**config.mk**
```make
export PLATFORM = sky130hd
export DESIGN_NAME = biquad_bandpass_filter_top_flat
export DESIGN_NICKNAME = d
export VERILOG_FILES = /design/src/hw/rtl/bbf_pkg.sv /design/src/hw/rtl/bbf_in_if.sv /design/src/hw/rtl/bbf_out_if.sv /design/src/hw/rtl/biquad_bandpass_filter_top.sv /design/src/hw/rtl/bbf_ctrl.sv /design/src/hw/rtl/bbf_dp.sv /design/src/flat_wrapper.sv
export SDC_FILE = /design/constraint.sdc
export NUM_CORES = 2
export LEC_CHECK = 0
export BUFFER_PORTS_ARGS = -buffer_cell sky130_fd_sc_hd__buf_4
export CORE_MARGIN = 2
export CORE_UTILIZATION = 30
export CTS_CLUSTER_DIAMETER = 120
export DETAILED_ROUTE_END_ITERATION = 10
export HOLD_SLACK_MARGIN = 0.06
export PLACE_DENSITY_LB_ADDON = 0.12
export REMOVE_ABC_BUFFERS = 1
export SYNTH_ARGS = -nofsm -noshare
export SYNTH_HDL_FRONTEND = slang
export SYNTH_SLANG_ARGS = --single-unit
```
**constraint.sdc**
```tcl
create_clock -name i_clk -period 8.95 [get_ports i_clk]
set_input_delay 1.3425 -clock i_clk [delete_from_list [all_inputs] [get_ports i_clk]]
set_output_delay 1.3425 -clock i_clk [all_outputs]
set_load 0.05 [all_outputs]
```
**src/hw/rtl/bbf_pkg.sv**
```systemverilog
package bbf_pkg;

    // fixed point layout
    localparam int COEF_FRAC_BITS = 16;
    localparam int SAMPLE_W       = 16;
    localparam int COEF_W         = 18;
    localparam int GAIN_W         = 12;
    localparam int Y_W            = 32;
    localparam int DIFF_W         = SAMPLE_W + 1;
    localparam int PROD_W         = COEF_W + Y_W;
    localparam int ACC_W          = 60;
    localparam int YS_W           = ACC_W - COEF_FRAC_BITS;
    localparam int GAIN_FRAC_BITS = 16;
    localparam int Q_W            = PROD_W - GAIN_FRAC_BITS;
    localparam int CFG_IDX_W      = 2;
    localparam int CFG_DATA_W     = COEF_W;

    // register indexes
    localparam logic [CFG_IDX_W-1:0] REG_COEF_B0  = 2'd0;
    localparam logic [CFG_IDX_W-1:0] REG_COEF_A1  = 2'd1;
    localparam logic [CFG_IDX_W-1:0] REG_COEF_A2  = 2'd2;
    localparam logic [CFG_IDX_W-1:0] REG_OUT_GAIN = 2'd3;

    // register reset values
    localparam logic signed [COEF_W-1:0] RST_COEF_B0  = 18'sd10425;
    localparam logic signed [COEF_W-1:0] RST_COEF_A1  = -18'sd98209;
    localparam logic signed [COEF_W-1:0] RST_COEF_A2  = 18'sd44686;
    localparam logic [GAIN_W-1:0]        RST_OUT_GAIN = 12'd640;

    // multiplier operand selection
    typedef enum logic [2:0] {
        MUL_NONE,
        MUL_B0,
        MUL_A1,
        MUL_A2,
        MUL_GAIN
    } t_mul_sel;

    // accumulator operation
    typedef enum logic [1:0] {
        ACC_HOLD,
        ACC_LOAD,
        ACC_SUB
    } t_acc_op;

    typedef struct packed {
        logic     accept;
        t_mul_sel mul_sel;
        t_acc_op  acc_op;
        logic     upd_hist;
        logic     load_out;
    } t_dp_cmd;

    typedef struct packed {
        logic out_free;
    } t_dp_status;

endpackage

```
**src/hw/rtl/bbf_in_if.sv**
```systemverilog
interface bbf_in_if;
    logic                                valid;
    logic                                ready;
    logic signed [bbf_pkg::SAMPLE_W-1:0] sample_in;
    logic                                start_of_block;

    modport source (output valid, output sample_in, output start_of_block, input ready);
    modport sink   (input valid, input sample_in, input start_of_block, output ready);
endinterface

```
**src/hw/rtl/bbf_out_if.sv**
```systemverilog
interface bbf_out_if;
    logic                                valid;
    logic                                ready;
    logic signed [bbf_pkg::SAMPLE_W-1:0] sample_out;
    logic                                clipped;

    modport source (output valid, output sample_out, output clipped, input ready);
    modport sink   (input valid, input sample_out, input clipped, output ready);
endinterface

```
**src/hw/rtl/biquad_bandpass_filter_top.sv**
```systemverilog
// Band-pass biquad in direct form I for signed 16-bit samples: y = b0*(x - x[n-2])
// - a1*y[n-1] - a2*y[n-2], with Q2.16 coefficients, Q24.8 output history, then an
// unsigned Q4.8 gain, truncation toward zero and saturation to 16 bits with a clip
// flag. A start_of_block flag clears the history before its sample is filtered.
// One 18x32 multiplier is shared by the four products of a sample, so no new
// sample is taken until the last result is loaded into the output register, a load
// that waits while the register is held by the sink. The next sample may be taken
// while a result waits in the output register. Coefficient writes must only be made
// while no sample is in flight; they apply to the samples that follow.
module biquad_bandpass_filter_top (
    input  logic                              i_clk,
    input  logic                              i_rst_n,
    input  logic                              i_cfg_we,
    input  logic [bbf_pkg::CFG_IDX_W-1:0]     i_cfg_idx,
    input  logic [bbf_pkg::CFG_DATA_W-1:0]    i_cfg_data,
    bbf_in_if.sink                            i_in,
    bbf_out_if.source                         o_out
);
    import bbf_pkg::*;

    t_dp_cmd    cmd;
    t_dp_status status;
    logic       in_ready;

    // sequencer
    bbf_ctrl u_ctrl (
        .i_clk      (i_clk),
        .i_rst_n    (i_rst_n),
        .i_in_valid (i_in.valid),
        .o_in_ready (in_ready),
        .i_status   (status),
        .o_cmd      (cmd)
    );

    // arithmetic and storage
    bbf_dp u_dp (
        .i_clk            (i_clk),
        .i_rst_n          (i_rst_n),
        .i_cfg_we         (i_cfg_we),
        .i_cfg_idx        (i_cfg_idx),
        .i_cfg_data       (i_cfg_data),
        .i_sample_in      (i_in.sample_in),
        .i_start_of_block (i_in.start_of_block),
        .i_out_ready      (o_out.ready),
        .o_out_valid      (o_out.valid),
        .o_sample_out     (o_out.sample_out),
        .o_clipped        (o_out.clipped),
        .i_cmd            (cmd),
        .o_status         (status)
    );

    assign i_in.ready = in_ready;

`ifndef SYNTHESIS
    // one sample in flight: no input transfer right after another
    a_one_in_flight: assert property (@(posedge i_clk) disable iff (!i_rst_n)
        (i_in.valid && i_in.ready) |=> !i_in.ready)
        else $error("input taken while a sample is in flight");

    // a result only appears after the sequencer loads it
    a_out_from_load: assert property (@(posedge i_clk) disable iff (!i_rst_n)
        $rose(o_out.valid) |-> $past(cmd.load_out))
        else $error("output valid without a load");

    // the output register is never overwritten while it is held
    a_no_overwrite: assert property (@(posedge i_clk) disable iff (!i_rst_n)
        cmd.load_out |-> (!o_out.valid || o_out.ready))
        else $error("result loaded over a pending one");
`endif

endmodule

```
**src/hw/rtl/bbf_ctrl.sv**
```systemverilog
module bbf_ctrl (
    input  logic                i_clk,
    input  logic                i_rst_n,
    input  logic                i_in_valid,
    output logic                o_in_ready,
    input  bbf_pkg::t_dp_status i_status,
    output bbf_pkg::t_dp_cmd    o_cmd
);
    import bbf_pkg::*;

    typedef enum logic [2:0] {
        S_IDLE,
        S_B0,
        S_A1,
        S_A2,
        S_SUM,
        S_UPD,
        S_GAIN,
        S_OUT
    } t_state;

    t_state r_state;
    t_state n_state;

    // command decode and next state
    always_comb begin
        n_state          = r_state;
        o_in_ready       = 1'b0;
        o_cmd.accept     = 1'b0;
        o_cmd.mul_sel    = MUL_NONE;
        o_cmd.acc_op     = ACC_HOLD;
        o_cmd.upd_hist   = 1'b0;
        o_cmd.load_out   = 1'b0;
        unique case (r_state)
            S_IDLE: begin
                o_in_ready   = 1'b1;
                o_cmd.accept = i_in_valid;
                if (i_in_valid) begin
                    n_state = S_B0;
                end
            end
            S_B0: begin
                o_cmd.mul_sel = MUL_B0;
                n_state       = S_A1;
            end
            S_A1: begin
                o_cmd.mul_sel = MUL_A1;
                o_cmd.acc_op  = ACC_LOAD;
                n_state       = S_A2;
            end
            S_A2: begin
                o_cmd.mul_sel = MUL_A2;
                o_cmd.acc_op  = ACC_SUB;
                n_state       = S_SUM;
            end
            S_SUM: begin
                o_cmd.acc_op = ACC_SUB;
                n_state      = S_UPD;
            end
            S_UPD: begin
                o_cmd.upd_hist = 1'b1;
                n_state        = S_GAIN;
            end
            S_GAIN: begin
                o_cmd.mul_sel = MUL_GAIN;
                n_state       = S_OUT;
            end
            S_OUT: begin
                o_cmd.load_out = i_status.out_free;
                if (i_status.out_free) begin
                    n_state = S_IDLE;
                end
            end
            default: begin
                n_state = S_IDLE;
            end
        endcase
    end

    // state register
    always_ff @(posedge i_clk) begin
        if (!i_rst_n) begin
            r_state <= S_IDLE;
        end else begin
            r_state <= n_state;
        end
    end

endmodule

```
**src/hw/rtl/bbf_dp.sv**
```systemverilog
module bbf_dp (
    input  logic                                i_clk,
    input  logic                                i_rst_n,
    input  logic                                i_cfg_we,
    input  logic [bbf_pkg::CFG_IDX_W-1:0]       i_cfg_idx,
    input  logic [bbf_pkg::CFG_DATA_W-1:0]      i_cfg_data,
    input  logic signed [bbf_pkg::SAMPLE_W-1:0] i_sample_in,
    input  logic                                i_start_of_block,
    input  logic                                i_out_ready,
    output logic                                o_out_valid,
    output logic signed [bbf_pkg::SAMPLE_W-1:0] o_sample_out,
    output logic                                o_clipped,
    input  bbf_pkg::t_dp_cmd                    i_cmd,
    output bbf_pkg::t_dp_status                 o_status
);
    import bbf_pkg::*;

    localparam logic signed [YS_W-1:0] Y_MAX = {{(YS_W-Y_W){1'b0}}, 1'b0, {(Y_W-1){1'b1}}};
    localparam logic signed [YS_W-1:0] Y_MIN = {{(YS_W-Y_W){1'b1}}, 1'b1, {(Y_W-1){1'b0}}};
    localparam logic signed [ACC_W-1:0] ROUND_HALF = ACC_W'(1) << (COEF_FRAC_BITS - 1);
    localparam logic signed [Q_W-1:0] Q_MAX = Q_W'(32767);
    localparam logic signed [Q_W-1:0] Q_MIN = -Q_W'(32768);

    // configuration registers
    logic signed [COEF_W-1:0] r_coef_b0;
    logic signed [COEF_W-1:0] r_coef_a1;
    logic signed [COEF_W-1:0] r_coef_a2;
    logic [GAIN_W-1:0]        r_out_gain;

    // history and working registers
    logic signed [SAMPLE_W-1:0] r_x;
    logic signed [SAMPLE_W-1:0] r_in1;
    logic signed [SAMPLE_W-1:0] r_in2;
    logic signed [Y_W-1:0]      r_y1;
    logic signed [Y_W-1:0]      r_y2;
    logic signed [Y_W-1:0]      r_y;
    logic signed [PROD_W-1:0]   r_prod;
    logic signed [ACC_W-1:0]    r_acc;
    logic                       r_out_valid;
    logic signed [SAMPLE_W-1:0] r_sample_out;
    logic                       r_clipped;

    logic signed [DIFF_W-1:0] diff;
    logic signed [COEF_W-1:0] op_a;
    logic signed [Y_W-1:0]    op_b;
    logic signed [PROD_W-1:0] mul;
    logic signed [ACC_W-1:0]  prod_ext;
    logic signed [YS_W-1:0]   y_sh;
    logic signed [Y_W-1:0]    y_sat;
    logic signed [PROD_W-1:0] prod_biased;
    logic signed [Q_W-1:0]    q_full;
    logic signed [SAMPLE_W-1:0] q_sat;
    logic                     q_clip;

    // configuration writes
    always_ff @(posedge i_clk) begin
        if (!i_rst_n) begin
            r_coef_b0  <= RST_COEF_B0;
            r_coef_a1  <= RST_COEF_A1;
            r_coef_a2  <= RST_COEF_A2;
            r_out_gain <= RST_OUT_GAIN;
        end else if (i_cfg_we) begin
            unique case (i_cfg_idx)
                REG_COEF_B0:  r_coef_b0  <= i_cfg_data;
                REG_COEF_A1:  r_coef_a1  <= i_cfg_data;
                REG_COEF_A2:  r_coef_a2  <= i_cfg_data;
                REG_OUT_GAIN: r_out_gain <= i_cfg_data[GAIN_W-1:0];
                default: ;
            endcase
        end
    end

    // feedforward difference x - x[n-2]
    assign diff = {r_x[SAMPLE_W-1], r_x} - {r_in2[SAMPLE_W-1], r_in2};

    // shared multiplier operand select
    always_comb begin
        op_a = r_coef_b0;
        op_b = {{(Y_W-DIFF_W){diff[DIFF_W-1]}}, diff};
        unique case (i_cmd.mul_sel)
            MUL_A1: begin
                op_a = r_coef_a1;
                op_b = r_y1;
            end
            MUL_A2: begin
                op_a = r_coef_a2;
                op_b = r_y2;
            end
            MUL_GAIN: begin
                op_a = {{(COEF_W-GAIN_W){1'b0}}, r_out_gain};
                op_b = r_y;
            end
            default: ;
        endcase
    end

    assign mul      = op_a * op_b;
    assign prod_ext = {{(ACC_W-PROD_W){r_prod[PROD_W-1]}}, r_prod};

    // round to Q24.8 and saturate to 32 bits
    assign y_sh = r_acc[ACC_W-1:COEF_FRAC_BITS];
    always_comb begin
        if (y_sh > Y_MAX) begin
            y_sat = Y_MAX[Y_W-1:0];
        end else if (y_sh < Y_MIN) begin
            y_sat = Y_MIN[Y_W-1:0];
        end else begin
            y_sat = y_sh[Y_W-1:0];
        end
    end

    // gain product truncated toward zero, then saturated to 16 bits
    assign prod_biased = r_prod + (r_prod[PROD_W-1] ?
                         PROD_W'((1 << GAIN_FRAC_BITS) - 1) : PROD_W'(0));
    assign q_full = prod_biased[PROD_W-1:GAIN_FRAC_BITS];
    always_comb begin
        q_clip = 1'b0;
        if (q_full > Q_MAX) begin
            q_sat  = Q_MAX[SAMPLE_W-1:0];
            q_clip = 1'b1;
        end else if (q_full < Q_MIN) begin
            q_sat  = Q_MIN[SAMPLE_W-1:0];
            q_clip = 1'b1;
        end else begin
            q_sat = q_full[SAMPLE_W-1:0];
        end
    end

    // sample capture and history
    always_ff @(posedge i_clk) begin
        if (!i_rst_n) begin
            r_x   <= '0;
            r_in1 <= '0;
            r_in2 <= '0;
            r_y1  <= '0;
            r_y2  <= '0;
            r_y   <= '0;
        end else if (i_cmd.accept) begin
            r_x <= i_sample_in;
            if (i_start_of_block) begin
                r_in1 <= '0;
                r_in2 <= '0;
                r_y1  <= '0;
                r_y2  <= '0;
            end
        end else if (i_cmd.upd_hist) begin
            r_in2 <= r_in1;
            r_in1 <= r_x;
            r_y2  <= r_y1;
            r_y1  <= y_sat;
            r_y   <= y_sat;
        end
    end

    // product register and accumulator
    always_ff @(posedge i_clk) begin
        if (i_cmd.mul_sel != MUL_NONE) begin
            r_prod <= mul;
        end
        unique case (i_cmd.acc_op)
            ACC_LOAD: r_acc <= (prod_ext <<< 8) + ROUND_HALF;
            ACC_SUB:  r_acc <= r_acc - prod_ext;
            default: ;
        endcase
    end

    // output register
    always_ff @(posedge i_clk) begin
        if (!i_rst_n) begin
            r_out_valid <= 1'b0;
        end else if (i_cmd.load_out) begin
            r_out_valid <= 1'b1;
        end else if (i_out_ready) begin
            r_out_valid <= 1'b0;
        end
    end

    always_ff @(posedge i_clk) begin
        if (i_cmd.load_out) begin
            r_sample_out <= q_sat;
            r_clipped    <= q_clip;
        end
    end

    assign o_status.out_free = !r_out_valid || i_out_ready;
    assign o_out_valid       = r_out_valid;
    assign o_sample_out      = r_sample_out;
    assign o_clipped         = r_clipped;

endmodule

```
**src/flat_wrapper.sv**
```systemverilog
// flat-port wrapper written by rule: the top's interface ports become plain ports
module biquad_bandpass_filter_top_flat import bbf_pkg::*;
  (i_clk, i_rst_n, i_cfg_we, i_cfg_idx, i_cfg_data, i_in_valid, i_in_sample_in, i_in_start_of_block, i_in_ready, o_out_valid, o_out_sample_out, o_out_clipped, o_out_ready);
  bbf_in_if i_in_i ();
  bbf_out_if o_out_i ();
  input  logic i_clk;
  input  logic i_rst_n;
  input  logic i_cfg_we;
  input  logic [bbf_pkg::CFG_IDX_W-1:0] i_cfg_idx;
  input  logic [bbf_pkg::CFG_DATA_W-1:0] i_cfg_data;
  input wire logic [$bits(i_in_i.valid)-1:0] i_in_valid;
  input wire logic [$bits(i_in_i.sample_in)-1:0] i_in_sample_in;
  input wire logic [$bits(i_in_i.start_of_block)-1:0] i_in_start_of_block;
  output wire logic [$bits(i_in_i.ready)-1:0] i_in_ready;
  output wire logic [$bits(o_out_i.valid)-1:0] o_out_valid;
  output wire logic [$bits(o_out_i.sample_out)-1:0] o_out_sample_out;
  output wire logic [$bits(o_out_i.clipped)-1:0] o_out_clipped;
  input wire logic [$bits(o_out_i.ready)-1:0] o_out_ready;
  assign i_in_i.valid = i_in_valid;
  assign i_in_i.sample_in = i_in_sample_in;
  assign i_in_i.start_of_block = i_in_start_of_block;
  assign i_in_ready = i_in_i.ready;
  assign o_out_valid = o_out_i.valid;
  assign o_out_sample_out = o_out_i.sample_out;
  assign o_out_clipped = o_out_i.clipped;
  assign o_out_i.ready = o_out_ready;
  biquad_bandpass_filter_top u_core (.i_clk(i_clk), .i_rst_n(i_rst_n), .i_cfg_we(i_cfg_we), .i_cfg_idx(i_cfg_idx), .i_cfg_data(i_cfg_data), .i_in(i_in_i), .o_out(o_out_i));
endmodule
```
==> flow_summary_export.csv <==
group,metric,value,unit
layout,drive_above_1_share,0.120,
flow_run,maxCapViolCount,0,
drt,drt_iter0_drc,2473,
grt,overflow,0,
cts,clockRootBuffer,"clkbuf_16",
logic_synthesis,netlist_top_cells_area,"fa_1 28%, dfxtp_1 11%, edfxtp_1 9.5%",
logic_synthesis,synth_top_cell_by_area,"fa_1",
setup_path,critPathSlowestCell,"fa_1",
drt,ant_nets,0,
grt,antenna_found_initial,3,
die,ios,61,
logic_synthesis,yosysSeqAreaShare,0.203,
cts,cts_buffer_depth,3,
layout,multi_input_area,0.0286,mm^2
logic_synthesis,yosysWarnings,0,
timing,timing_hold_violations_final,0,
layout,layout.area.seq,0.00811,mm^2
logic_synthesis,yosysMostFrequentCell,"inv_1",
logic_synthesis,synthAdderAreaFrac,0.345,
cts,hold_buffers,0,
drt,drc_errors,0,
status,status,"completed",
drt,routed_via_density,4.99,
grt,grt_pass1_vias,32800,
hold_path,hold_class,"flop to flop",
timing,finalSetupViolations,0,
placed_design,dp_hpwl,108000,um
layout,layout.cells.non_filler,6620,
drt,route.detailed.wl_per_inst,20.5,um
setup_path,path_max_fanout,7,
placed_design,place_area,0.0439,mm^2
placed_design,dp_cells,6522,
logic_synthesis,synth_seq_cells,341,
cts,clk-insertion-delay-late,640,ps
die,dieHeight,369,um
die,fp.dieW,369,um
timing,relSlewSlack,0.273,
logic_synthesis,synth_common_cells,"752 x inv_1, 556 x fa_1, 477 x nand2_1",
die,rows,133,
cts,numCtsBuffers,42,
layout,area_growth,15.2,%
layout,final_cell_area,0.0460,mm^2
cts,h-tree-depth,2,
setup_path,cpMostUsedCell,"fa_1",
logic_synthesis,post_synth_and_or_nand_nor_area_fraction,0.171,
layout,nFillCells,13900,
logic_synthesis,synth_top_area_frac,0.279,
cts,clk_pin_slew,60,ps
logic_synthesis,synth_top_family_by_area,"adder cells",
grt,grt_pass1_wl,205000,um
setup_path,cp.arrival,8960,ps
logic_synthesis,synth_xor_area_frac,0.0353,
setup_path,cp-start-kind,"flop",
logic_synthesis,synth-edff-count,127,
timing,post-route-period-util,0.966,
grt,grt.total_usage,0.197,
logic_synthesis,avgSynthCellArea,8.51,um^2
logic_synthesis,netlist_area,0.0399,mm^2
setup_path,rrSetupSlack,310,ps
logic_synthesis,syn_inst,4692,
logic_synthesis,synth_async_sr_flop_share,0,
cts,cts_tree,"done",
layout,final_core_util,0.349,
die,initial_utilization,0.303,
timing,skew,46.5,ps
drt,vias,33000,
die,dieArea,0.136,mm^2
logic_synthesis,synth_mux_area_frac,0.0167,
setup_path,end_kind,"flop",
setup_path,cp.required,9260,ps
drt,routed_wirelength,135000,um
timing,finalCriticalPeriod,8640,ps
placed_design,gp_congestion,0.871,
logic_synthesis,synth_cell_types,91,
cts,cts.sinks,341,
logic_synthesis,synth_compound_area_frac,0.134,
setup_path,crit_type,"flop to flop",
drt,detail_route.first_pass.iterations,5,
placed_design,io_buffer_count,60,
die,core_region_area,0.132,mm^2
grt,grt_max_degree,75,
timing,slew_violations,0,
timing,tns,0,ps
timing,fmax,116,MHz
layout,fin_nets,5642,
setup_path,crit_path_max_incr_delay,570,ps
logic_synthesis,synthFlopType,"dfxtp_1",
timing,worst_pin_slew,1080,ps
-- placed cells by master (no fill, tap or decap), types with 128 or more instances in the layout --
cell type,n
inv_1,749
fa_1,551
nand2_1,476
nor2_1,428
a21oi_1,331
buf_4,327
dfxtp_1,209
ha_1,199
nor3_1,149
nand3_1,135
xnor2_1,128
-- layer usage --
layer / vias to the layer above / part of all wire / GRT usage
met3: 151 / 0.053 / 0.0263
met1: 16500 / 0.49 / 0.295
met2: 784 / 0.43 / 0.293
met4: 4 / 0.028 / 0.0545
met5: - / 0.00013 / 0
li1: 15600 / - / -
-- cell type report --
class,count,share of cell area
flip-flops and latches,341,0.176
inverters,756,0.0617
clock inverters,13,0.00484
diodes,2,0.000109
well taps,1755,0.0477
clock buffers,62,0.0262
multi-input cells,3345,0.622
repair buffers,346,0.0616
-- timing repair --
item	CTS	global route
hold endpoints to repair	0	0
setup endpoints to repair	13	22
pin swaps	5	47
setup buffers	1	16
gates cloned	1	4
gates resized for setup	9	83
-- flip-flops by register name (all words and copies together), names as in the netlist --
name,flops
u_core.u_dp.r_coef_a1,18
u_core.u_dp.r_coef_b0,18
u_core.u_dp.r_y1,32
u_core.u_dp.r_acc,60
u_core.u_dp.r_y2,32
u_core.u_dp.r_x,16
u_core.u_ctrl.r_state,3
u_core.u_dp.o_clipped,1
u_core.u_dp.r_in2,16
u_core.u_dp.r_coef_a2,18
u_core.u_dp.r_prod,50
u_core.u_dp.o_sample_out,16
u_core.u_dp.r_in1,16
u_core.u_dp.o_out_valid,1
u_core.u_dp.r_y,32
u_core.u_dp.r_out_gain,12
-- path summary, 6_finish.rpt --
check | startpoint | endpoint | cells past startpoint
setup / recovery | u_core.u_dp.r_x[0] | u_core.u_dp.r_prod[49] | 35
hold / removal | u_core.u_dp.r_coef_a2[8] | u_core.u_dp.r_coef_a2[8] | 2
setup reg to reg | u_core.u_dp.r_x[0] | u_core.u_dp.r_prod[49] | 35
hold reg to reg | u_core.u_dp.r_coef_a2[8] | u_core.u_dp.r_coef_a2[8] | 2
-- critical path: cells and delay by family, from the launching register on --
| family | cells | cell delay [ps] |
|---|---|---|
| adders and majority gates | 9 | 4040 |
| AOI/OAI and AO/OA | 13 | 1940 |
| and+or+nand+nor | 5 | 800 |
| buffers and inverters | 6 | 680 |
| muxes | 1 | 390 |
| DFF | 1 | 320 |
| xor gates and xnor gates | 1 | 160 |
-- logic make-up (layout without fill, tap and decap cells) --
family,after synthesis,in the layout
buffers and inverters,1006,1177
XOR/XNOR,160,160
other,0,2
adder cells (fa/ha/maj),768,768
flip-flops,341,341
AO/OA/AOI/OAI,851,851
AND/OR/NAND/NOR,1504,1504
multiplexers,62,62
-- stage by stage --
stage	setup slack, ps	hold WS (ps)
final	305	452
after global routing	-61.8	470
after CTS	11.0	455
after global placement	-142	439
after floorplan	-5260	433
after detailed placement	-163	447
Power is not shown: default switching activity piles up to over one toggle a cycle in this logic, so the estimate is an artifact.
